<file path="config.mk">
export PLATFORM = sky130hd
export DESIGN_NAME = sma_crossover_signal
export DESIGN_NICKNAME = d
export VERILOG_FILES = /design/src/sv/smax_pkg.sv /design/src/sv/smax_ram.sv /design/src/sv/smax_sums.sv /design/src/sv/smax_cross.sv /design/src/sv/sma_crossover_signal.sv
export SDC_FILE = /design/constraint.sdc
export NUM_CORES = 2
export LEC_CHECK = 0
export ABC_AREA = 0
export BUFFER_PORTS_ARGS = -buffer_cell sky130_fd_sc_hd__buf_4
export CORE_MARGIN = 5
export CORE_UTILIZATION = 45
export CTS_CLUSTER_DIAMETER = 80
export DETAILED_ROUTE_END_ITERATION = 10
export GPL_ROUTABILITY_DRIVEN = 0
export REMOVE_ABC_BUFFERS = 1
export SYNTH_ARGS = -nofsm -noshare
export SYNTH_HDL_FRONTEND = slang
export SYNTH_SLANG_ARGS = --single-unit
</file>
<file path="constraint.sdc">
create_clock -name clock -period 25.6 [get_ports clock]
set_input_delay 5.12 -clock clock [delete_from_list [all_inputs] [get_ports clock]]
set_output_delay 5.12 -clock clock [all_outputs]
set_load 0.02 [all_outputs]
</file>
<file path="src/sv/smax_pkg.sv">
// smax_pkg: shared types and constants of the moving average crossover block
// beat structs for the request and response channels, csr indexes, relation codes
// no dependencies
`default_nettype none

package smax_pkg;

   localparam int PRICE_W = 32;
   localparam int TIME_W  = 32;
   localparam int CFG_W   = 7;
   localparam int CSR_IDX_W = 1;

   localparam logic [CSR_IDX_W-1:0] CSR_SHORT_WINDOW = 1'b0;
   localparam logic [CSR_IDX_W-1:0] CSR_LONG_WINDOW  = 1'b1;

   localparam logic [CFG_W-1:0] SHORT_WINDOW_RESET = 7'd20;
   localparam logic [CFG_W-1:0] LONG_WINDOW_RESET  = 7'd50;

   localparam int REL_W = 2;
   localparam logic [REL_W-1:0] REL_EQUAL = 2'd0;
   localparam logic [REL_W-1:0] REL_BELOW = 2'd1;
   localparam logic [REL_W-1:0] REL_ABOVE = 2'd2;

   typedef struct packed {
      logic [PRICE_W-1:0] price;
      logic [TIME_W-1:0]  sample_time;
      logic               new_series;
   } req_type;

   typedef struct packed {
      logic [TIME_W-1:0] signal_time;
      logic              buy;
   } rsp_type;

   // control that follows an item from the sum stage to the compare stages
   typedef struct packed {
      logic              valid;
      logic              new_series;
      logic              check;      // both averages exist for this sample
      logic              signal_ok;  // they also existed for the previous one
      logic [TIME_W-1:0] sample_time;
   } stage_ctl_type;

endpackage

`default_nettype wire

</file>
<file path="src/sv/smax_ram.sv">
// smax_ram: generic ram, one write port and two registered read ports
// no dependencies
`default_nettype none

module smax_ram #(
   parameter int WIDTH = 32,
   parameter int DEPTH = 64
) (
   input  wire logic                     clock,
   input  wire logic                     wr_en,
   input  wire logic [$clog2(DEPTH)-1:0] wr_addr,
   input  wire logic [WIDTH-1:0]         wr_data,
   input  wire logic                     rd_en,
   input  wire logic [$clog2(DEPTH)-1:0] rd_addr_a,
   input  wire logic [$clog2(DEPTH)-1:0] rd_addr_b,
   output logic      [WIDTH-1:0]         rd_data_a,
   output logic      [WIDTH-1:0]         rd_data_b
);

   logic [WIDTH-1:0] mem_ff [DEPTH];
   logic [WIDTH-1:0] rd_a_ff;
   logic [WIDTH-1:0] rd_b_ff;

   always_ff @(posedge clock) begin
      if (wr_en) begin
         mem_ff[wr_addr] <= wr_data;
      end
   end

   // read returns the old contents on a same-address write
   always_ff @(posedge clock) begin
      if (rd_en) begin
         rd_a_ff <= mem_ff[rd_addr_a];
         rd_b_ff <= mem_ff[rd_addr_b];
      end
   end

   assign rd_data_a = rd_a_ff;
   assign rd_data_b = rd_b_ff;

endmodule

`default_nettype wire

</file>
<file path="src/sv/smax_sums.sv">
// smax_sums: price window and running sums over the short and long windows
// depends on smax_pkg and smax_ram
`default_nettype none

module smax_sums
   import smax_pkg::*;
#(
   parameter int MAX_WINDOW = 64
) (
   input  wire logic                                     clock,
   input  wire logic                                     reset,
   input  wire logic                                     en,
   input  wire logic                                     clear,
   input  wire logic                                     in_valid,
   input  wire req_type                                  in_data,
   input  wire logic          [CFG_W-1:0]                short_win,
   input  wire logic          [CFG_W-1:0]                long_win,
   output stage_ctl_type                                 ctl,
   output logic [PRICE_W+$clog2(MAX_WINDOW)-1:0]         short_sum,
   output logic [PRICE_W+$clog2(MAX_WINDOW)-1:0]         long_sum
);

   localparam int AW    = $clog2(MAX_WINDOW);
   localparam int CNT_W = $clog2(MAX_WINDOW + 2);
   localparam int SUM_W = PRICE_W + AW;
   localparam int PW    = (AW > CFG_W ? AW : CFG_W) + 1;
   localparam int CMP_W = (CNT_W > CFG_W ? CNT_W : CFG_W);

   function automatic logic [AW-1:0] step_back(input logic [AW-1:0] base,
                                                input logic [CFG_W-1:0] w);
      logic [PW-1:0] t;
      t = PW'(base) + PW'(MAX_WINDOW) - PW'(w);
      if (t >= PW'(MAX_WINDOW)) begin
         t = t - PW'(MAX_WINDOW);
      end
      return AW'(t);
   endfunction

   function automatic logic [AW-1:0] step_fwd(input logic [AW-1:0] base);
      logic [AW-1:0] r;
      r = base + AW'(1);
      if (base == AW'(MAX_WINDOW - 1)) begin
         r = '0;
      end
      return r;
   endfunction

   // front side: pointer as seen by the next accepted beat
   logic [AW-1:0] wp_front_ff, wp_front_in;
   logic [AW-1:0] base_wp;
   logic [AW-1:0] addr_short, addr_long;

   // item stage
   logic                  s1_valid_ff;
   req_type               s1_req_ff;
   logic [AW-1:0]         s1_wp_ff;
   logic                  byp_short_ff, byp_long_ff;
   logic [PRICE_W-1:0]    byp_data_ff;

   logic [PRICE_W-1:0]    rd_short, rd_long;
   logic                  s1_fire;

   // series state
   logic [CNT_W-1:0]      seen_ff, seen_in;
   logic [SUM_W-1:0]      short_sum_ff, short_sum_in;
   logic [SUM_W-1:0]      long_sum_ff, long_sum_in;
   stage_ctl_type         ctl_ff, ctl_in;

   logic [CNT_W-1:0]      seen_base;
   logic [SUM_W-1:0]      short_base, long_base;
   logic [PRICE_W-1:0]    old_short, old_long;
   logic [CMP_W-1:0]      seen_cmp, seen_next_cmp, need_cmp;
   logic [CFG_W-1:0]      need;

   assign s1_fire = s1_valid_ff && en;

   always_comb begin
      base_wp     = in_data.new_series ? '0 : wp_front_ff;
      addr_short  = step_back(base_wp, short_win);
      addr_long   = step_back(base_wp, long_win);
      wp_front_in = step_fwd(base_wp);
   end

   smax_ram #(
      .WIDTH (PRICE_W),
      .DEPTH (MAX_WINDOW)
   ) u_window (
      .clock     (clock),
      .wr_en     (s1_fire),
      .wr_addr   (s1_wp_ff),
      .wr_data   (s1_req_ff.price),
      .rd_en     (in_valid),
      .rd_addr_a (addr_short),
      .rd_addr_b (addr_long),
      .rd_data_a (rd_short),
      .rd_data_b (rd_long)
   );

   always_ff @(posedge clock) begin
      if (reset) begin
         wp_front_ff <= '0;
         s1_valid_ff <= 1'b0;
      end else if (clear) begin
         wp_front_ff <= '0;
      end else if (en) begin
         s1_valid_ff <= in_valid;
         if (in_valid) begin
            wp_front_ff <= wp_front_in;
         end
      end
   end

   // the beat in the item stage writes the entry the next beat may read
   always_ff @(posedge clock) begin
      if (in_valid) begin
         s1_req_ff    <= in_data;
         s1_wp_ff     <= base_wp;
         byp_short_ff <= s1_fire && (addr_short == s1_wp_ff);
         byp_long_ff  <= s1_fire && (addr_long == s1_wp_ff);
         byp_data_ff  <= s1_req_ff.price;
      end
   end

   always_comb begin
      seen_base  = s1_req_ff.new_series ? '0 : seen_ff;
      short_base = s1_req_ff.new_series ? '0 : short_sum_ff;
      long_base  = s1_req_ff.new_series ? '0 : long_sum_ff;
      old_short  = byp_short_ff ? byp_data_ff : rd_short;
      old_long   = byp_long_ff ? byp_data_ff : rd_long;
      seen_cmp   = CMP_W'(seen_base);

      short_sum_in = short_base;
      if (seen_cmp >= CMP_W'(short_win)) begin
         short_sum_in = short_sum_in - SUM_W'(old_short);
      end
      short_sum_in = short_sum_in + SUM_W'(s1_req_ff.price);

      long_sum_in = long_base;
      if (seen_cmp >= CMP_W'(long_win)) begin
         long_sum_in = long_sum_in - SUM_W'(old_long);
      end
      long_sum_in = long_sum_in + SUM_W'(s1_req_ff.price);

      seen_in = seen_base;
      if (seen_base != CNT_W'(MAX_WINDOW + 1)) begin
         seen_in = seen_base + CNT_W'(1);
      end

      need          = (short_win > long_win) ? short_win : long_win;
      need_cmp      = CMP_W'(need);
      seen_next_cmp = CMP_W'(seen_in);

      ctl_in.valid       = s1_valid_ff;
      ctl_in.new_series  = s1_req_ff.new_series;
      ctl_in.check       = seen_next_cmp >= need_cmp;
      ctl_in.signal_ok   = seen_next_cmp > need_cmp;
      ctl_in.sample_time = s1_req_ff.sample_time;
   end

   always_ff @(posedge clock) begin
      if (reset) begin
         seen_ff      <= '0;
         short_sum_ff <= '0;
         long_sum_ff  <= '0;
         ctl_ff.valid <= 1'b0;
      end else if (clear) begin
         seen_ff      <= '0;
         short_sum_ff <= '0;
         long_sum_ff  <= '0;
      end else if (en) begin
         ctl_ff <= ctl_in;
         if (s1_valid_ff) begin
            seen_ff      <= seen_in;
            short_sum_ff <= short_sum_in;
            long_sum_ff  <= long_sum_in;
         end
      end
   end

   assign ctl       = ctl_ff;
   assign short_sum = short_sum_ff;
   assign long_sum  = long_sum_ff;

endmodule

`default_nettype wire

</file>
<file path="src/sv/smax_cross.sv">
// smax_cross: cross-multiplied average compare, crossover detection, result register
// depends on smax_pkg
`default_nettype none

module smax_cross
   import smax_pkg::*;
#(
   parameter int MAX_WINDOW = 64
) (
   input  wire logic                                 clock,
   input  wire logic                                 reset,
   input  wire logic                                 en,
   input  wire logic                                 clear,
   input  wire stage_ctl_type                        ctl,
   input  wire logic [PRICE_W+$clog2(MAX_WINDOW)-1:0] short_sum,
   input  wire logic [PRICE_W+$clog2(MAX_WINDOW)-1:0] long_sum,
   input  wire logic [CFG_W-1:0]                     short_win,
   input  wire logic [CFG_W-1:0]                     long_win,
   output logic                                      rsp_valid,
   output rsp_type                                   rsp_data
);

   localparam int SUM_W  = PRICE_W + $clog2(MAX_WINDOW);
   localparam int PROD_W = SUM_W + CFG_W;

   stage_ctl_type     ctl2_ff;
   logic [PROD_W-1:0] lhs_ff, rhs_ff;
   logic [REL_W-1:0]  prev_rel_ff, prev_rel_in;
   logic [REL_W-1:0]  rel;
   logic              hit, buy;
   logic              rsp_valid_ff;
   rsp_type           rsp_data_ff;

   always_ff @(posedge clock) begin
      if (reset) begin
         ctl2_ff.valid <= 1'b0;
      end else if (en) begin
         ctl2_ff <= ctl;
      end
   end

   // short average vs long average without division
   always_ff @(posedge clock) begin
      if (en) begin
         lhs_ff <= PROD_W'(short_sum) * PROD_W'(long_win);
         rhs_ff <= PROD_W'(long_sum) * PROD_W'(short_win);
      end
   end

   always_comb begin
      rel = REL_EQUAL;
      if (lhs_ff < rhs_ff) begin
         rel = REL_BELOW;
      end else if (lhs_ff > rhs_ff) begin
         rel = REL_ABOVE;
      end

      hit = 1'b0;
      buy = 1'b0;
      if (ctl2_ff.check && ctl2_ff.signal_ok) begin
         if (prev_rel_ff == REL_BELOW && rel == REL_ABOVE) begin
            hit = 1'b1;
            buy = 1'b1;
         end else if (prev_rel_ff == REL_ABOVE && rel == REL_BELOW) begin
            hit = 1'b1;
         end
      end

      prev_rel_in = prev_rel_ff;
      if (ctl2_ff.check) begin
         prev_rel_in = rel;
      end else if (ctl2_ff.new_series) begin
         prev_rel_in = REL_EQUAL;
      end
   end

   always_ff @(posedge clock) begin
      if (reset) begin
         prev_rel_ff  <= REL_EQUAL;
         rsp_valid_ff <= 1'b0;
      end else if (clear) begin
         prev_rel_ff <= REL_EQUAL;
      end else if (en) begin
         rsp_valid_ff <= ctl2_ff.valid && hit;
         if (ctl2_ff.valid) begin
            prev_rel_ff <= prev_rel_in;
         end
      end
   end

   always_ff @(posedge clock) begin
      if (en) begin
         rsp_data_ff.signal_time <= ctl2_ff.sample_time;
         rsp_data_ff.buy         <= buy;
      end
   end

   assign rsp_valid = rsp_valid_ff;
   assign rsp_data  = rsp_data_ff;

endmodule

`default_nettype wire

</file>
<file path="src/sv/sma_crossover_signal.sv">
// sma_crossover_signal: simple moving average crossover signal block, 20/50 windows by default
// path: a request beat that marks a crossover passes the item stage, sum, compare and result registers to rsp
// throughput: one request beat per cycle; the pipeline holds only while rsp is stalled
// reset: windows return to 20 and 50, series state and all pipeline valids clear
// depends on smax_pkg, smax_sums, smax_cross
`default_nettype none

module sma_crossover_signal
   import smax_pkg::*;
#(
   parameter int MAX_WINDOW = 64
) (
   input  wire logic                 clock,
   input  wire logic                 reset,
   input  wire logic                 req_valid,
   output logic                      req_ready,
   input  wire req_type              req_data,
   output logic                      rsp_valid,
   input  wire logic                 rsp_ready,
   output rsp_type                   rsp_data,
   input  wire logic                 csr_write,
   input  wire logic [CSR_IDX_W-1:0] csr_index,
   input  wire logic [CFG_W-1:0]     csr_wdata
);

   localparam int SUM_W = PRICE_W + $clog2(MAX_WINDOW);

   // zero acts as one, anything above the window depth as the depth
   function automatic logic [CFG_W-1:0] eff_window(input logic [CFG_W-1:0] w);
      logic [CFG_W-1:0] r;
      r = w;
      if (w == '0) begin
         r = CFG_W'(1);
      end else if (int'(w) > MAX_WINDOW) begin
         r = CFG_W'(MAX_WINDOW);
      end
      return r;
   endfunction

   logic [CFG_W-1:0] short_win_ff, long_win_ff;
   logic             en;
   logic             accept;
   stage_ctl_type    ctl;
   logic [SUM_W-1:0] short_sum, long_sum;

   always_ff @(posedge clock) begin
      if (reset) begin
         short_win_ff <= eff_window(SHORT_WINDOW_RESET);
         long_win_ff  <= eff_window(LONG_WINDOW_RESET);
      end else if (csr_write) begin
         unique case (csr_index)
            CSR_SHORT_WINDOW: short_win_ff <= eff_window(csr_wdata);
            CSR_LONG_WINDOW:  long_win_ff  <= eff_window(csr_wdata);
            default: ;
         endcase
      end
   end

   // whole pipeline moves together whenever the result register can take a beat
   assign en        = !rsp_valid || rsp_ready;
   assign req_ready = en;
   assign accept    = req_valid && en;

   smax_sums #(
      .MAX_WINDOW (MAX_WINDOW)
   ) u_sums (
      .clock     (clock),
      .reset     (reset),
      .en        (en),
      .clear     (csr_write),
      .in_valid  (accept),
      .in_data   (req_data),
      .short_win (short_win_ff),
      .long_win  (long_win_ff),
      .ctl       (ctl),
      .short_sum (short_sum),
      .long_sum  (long_sum)
   );

   smax_cross #(
      .MAX_WINDOW (MAX_WINDOW)
   ) u_cross (
      .clock     (clock),
      .reset     (reset),
      .en        (en),
      .clear     (csr_write),
      .ctl       (ctl),
      .short_sum (short_sum),
      .long_sum  (long_sum),
      .short_win (short_win_ff),
      .long_win  (long_win_ff),
      .rsp_valid (rsp_valid),
      .rsp_data  (rsp_data)
   );

endmodule

`default_nettype wire
</file>
==> out/qor.yml <==
clock_tree:
  cts_tree: "built"
  clk_latency_ns: 0.89
  cts.root.buffer_cell: "clkbuf_16"
  cts_buffer_depth: 4
  cts_hold_buf: 0
  post_cts_buffers: 0
  clk_pin_slew_ns: 0.06
  numCtsBuffers: 281
  cts_resized: 0
  h-tree-depth: 5
  cts_sinks: 2519
sta:
  relSlewSlack: 0.188
  rsz0062_at_grt: "no"
  period_share: 0.458
  tightest_slew_ns: 1.21
  finalHoldViolations: 0
  whs_ns: 0.412
  max_freq_mhz: 85.2
  fin_worst_skew_ns: 0.0382
  slew_violations: 0
  worst_slack_ns: 13.86
  min_period_ns: 11.74
  finalSetupViolCount: 0
floorplan:
  die_x_um: 561
  pin_count: 113
  rows: 202
  die_area_sq_um: 314000
  die_h_um: 561
  initial_utilization: 0.451
  core_area_sq_um: 302000
critical_path:
  crit_required_ns: 20.48
  r2r_slack_ns: 18.43
  crit_path_start_kind: "primary input"
  arrival_ns: 6.62
  critPathKind: "primary input to output pin"
  crit_fanout: 38
  end_kind: "output pin"
synthesis:
  synthArstFlopShare: 0
  syn_area_sq_um: 136000
  synthDistinctLibCells: 97
  yosys_most_used_dff: "edfxtp_1"
  yosysWarnings: 0
  synth_edf_count: 2410
  ys_ff_latch: 2519
  syn_avg_cell_area_sq_um: 16.4
  syn_inst: 8337
  synth-seq-area-share: 0.547
final_layout:
  finalNonFillerCells: 12700
  drive_gt1_frac: 0.248
  fin_nets: 9240
  fill_cells: 24600
  area_delta_synth_final_pct: 11.3
global_route:
  grt_antenna_before_repair: 13
  grt_pass1_vias: 82800
  grt_max_degree: 113
  overflow: 0
  grt_pass1_wl_mm: 575
  gr-usage-all-layers: 0.249
drt:
  drc: 0
  wl_per_cell_um: 31.3
  dr.pass1.iters: 6
  drt.antenna.violating_nets: 0
  wirelength_mm: 397
  viasPerCell: 6.33
  drt-initial-drc-count: 9544
  vias: 80100
power_and_ir_drop:
  seqPwrFrac: 0.473
  power.density_nw_per_um2: 64.9
  switchingPower_mw: 2.44
  pwr-share-comb: 0.121
  peakVddDrop_uv: 43.7
  p_leak_nw: 53.7
  swShare: 0.248
  p_clk_frac: 0.406
  intPower_mw: 7.41
place:
  port_buffers: 112
  dpl.hpwl_mm: 247
  place_inst: 12200
  post-place-ws_ns: 13.85
outcome:
  outcome: "complete, no violations"
min_path:
  hold_path_class: "flop to flop"
job:
  maxCapViolCount: 0
## cell type report
cell class,instances,area (sq um),area share
Clock buffer,346,7430,0.0490
Multi-Input combinational cell,4885,58900,0.388
Antenna cell,9,22.5,0.000148
Inverter,448,1690,0.0112
Sequential cell,2519,74600,0.491
Clock inverter,151,1550,0.0102
Timing Repair Buffer,323,2570,0.0170
Tap cell,3978,4980,0.0328
## worst paths after layout
| kind | cells past startpoint | endpoint | start |
|---|---|---|---|
| worst min register to register | 0 | u_sums.ctl[28] | u_sums.ctl_in[28] |
| worst min-delay path | 0 | u_sums.ctl[28] | u_sums.ctl_in[28] |
| worst max register to register | 25 | u_sums.short_sum[37] | u_sums.byp_short_ff |
| worst max-delay path | 4 | req_ready | rsp_ready |
## cell usage after synthesis (31+ instances only)
| cell | number | area, sq um |
|---|---|---|
| nor3_1 | 49 | 245 |
| buf_2 | 33 | 165 |
| xor2_1 | 78 | 683 |
| a211oi_1 | 107 | 803 |
| mux4_2 | 1280 | 28800 |
| and3_1 | 39 | 244 |
| nand3_1 | 62 | 310 |
| dfxtp_1 | 109 | 2180 |
| a21oi_1 | 325 | 1630 |
| edfxtp_1 | 2410 | 72400 |
| inv_1 | 448 | 1680 |
| mux2i_1 | 133 | 1330 |
| o21a_1 | 31 | 233 |
| and2_1 | 397 | 2480 |
| nand4_1 | 33 | 206 |
| nand2b_1 | 32 | 200 |
| o21ai_0 | 178 | 891 |
| nor2_1 | 248 | 931 |
| buf_1 | 136 | 510 |
| fa_1 | 364 | 7290 |
| nand2_1 | 397 | 1490 |
| ha_1 | 340 | 4250 |
| clkbuf_1 | 314 | 1180 |
| a21o_1 | 135 | 1010 |
| xnor2_1 | 150 | 1310 |
| nor2b_1 | 175 | 1090 |
## cells by family after synthesis
kind of cell | share of synthesized area
flip-flops | 0.547
AND/OR/NAND/NOR | 0.0573
multiplexers | 0.223
AO/OA/AOI/OAI | 0.0476
buffers and inverters | 0.0260
adder cells (fa/ha/maj) | 0.0846
XOR/XNOR | 0.0146
## state kept, by name (all words and copies together), names as in the netlist, 36 cells and up
| register | count |
|---|---|
| u_cross.lhs_ff | 45 |
| u_sums.ctl | 36 |
| u_sums.short_sum | 38 |
| u_cross.ctl2_ff | 36 |
| u_sums.u_window.mem_ff | 2048 |
| u_sums.long_sum | 38 |
| u_cross.rhs_ff | 45 |
## layer usage
layer,part of all wire,global-route usage,vias up,wire length [um]
li1,-,-,33200,-
met4,0.036,0.0790,4,14400
met1,0.38,0.330,42400,152000
met5,0.00017,0,-,69
met2,0.50,0.421,3748,197000
met3,0.084,0.0453,726,33200
## power groups by stage
| stage | Clock, mW | Combinational, mW | Sequential, mW |
|---|---|---|---|
| floorplan | 0 | 1.19 | 4.76 |
| global placement | 0 | 1.18 | 4.75 |
| detailed placement | 0 | 1.19 | 4.75 |
| CTS | 4.07 | 1.19 | 4.66 |
| global route | 4.25 | 1.27 | 4.66 |
| finish | 4.00 | 1.19 | 4.66 |
## placed cells by master (no fill, tap or decap), types with 12 or more instances in the layout
| cell | synthesis | routed |
|---|---|---|
| nor3b_1 | 12 | 12 |
| xnor2_1 | 150 | 144 |
| o21bai_1 | 25 | 25 |
| a21o_1 | 135 | 135 |
| clkinv_2 | 0 | 40 |
| and3_1 | 39 | 39 |
| clkbuf_16 | 0 | 288 |
| nand4_1 | 33 | 33 |
| xor2_1 | 78 | 76 |
| nor3_1 | 49 | 49 |
| a21oi_1 | 325 | 325 |
| dfxtp_1 | 109 | 108 |
| mux2_2 | 25 | 25 |
| nand2b_1 | 32 | 32 |
| mux2i_1 | 133 | 133 |
| nor2_1 | 248 | 182 |
| a31oi_1 | 28 | 27 |
| fa_1 | 364 | 362 |
| or3_1 | 14 | 14 |
| mux4_2 | 1280 | 1280 |
| nand2_1 | 397 | 396 |
| o211ai_1 | 20 | 20 |
| o21ai_1 | 14 | 14 |
| o21a_1 | 31 | 31 |
| nor2b_1 | 175 | 175 |
| a211oi_1 | 107 | 107 |
| nor2_4 | 0 | 66 |
| inv_1 | 448 | 446 |
| inv_6 | 0 | 14 |
| buf_12 | 0 | 12 |
| nand3_1 | 62 | 62 |
| ha_1 | 340 | 338 |
| o21ai_0 | 178 | 178 |
| clkbuf_1 | 314 | 57 |
| edfxtp_1 | 2410 | 2410 |
| bufinv_16 | 0 | 24 |
| clkinv_1 | 0 | 51 |
| buf_4 | 1 | 311 |
| and2_1 | 397 | 396 |
| a211o_1 | 14 | 14 |
## through the flow
step | setup TNS, ns | util | instance area, sq um | total power, mW
global route | 0 | 0.502 | 152000 | 10.2
detailed placement | 0 | 0.472 | 143000 | 5.94
floorplan | -53.02 | - | 135000 | 5.95
CTS | 0 | 0.502 | 152000 | 9.92
finish | 0 | 0.502 | 152000 | 9.85
global placement | 0 | 0.472 | 143000 | 5.92
## critical path: stages
cell and delay (ns):
buf_4 0.12, nor2b_1 0.68, inv_6 0.39, buf_4 0.28
Power figures use the tool's default switching activity.
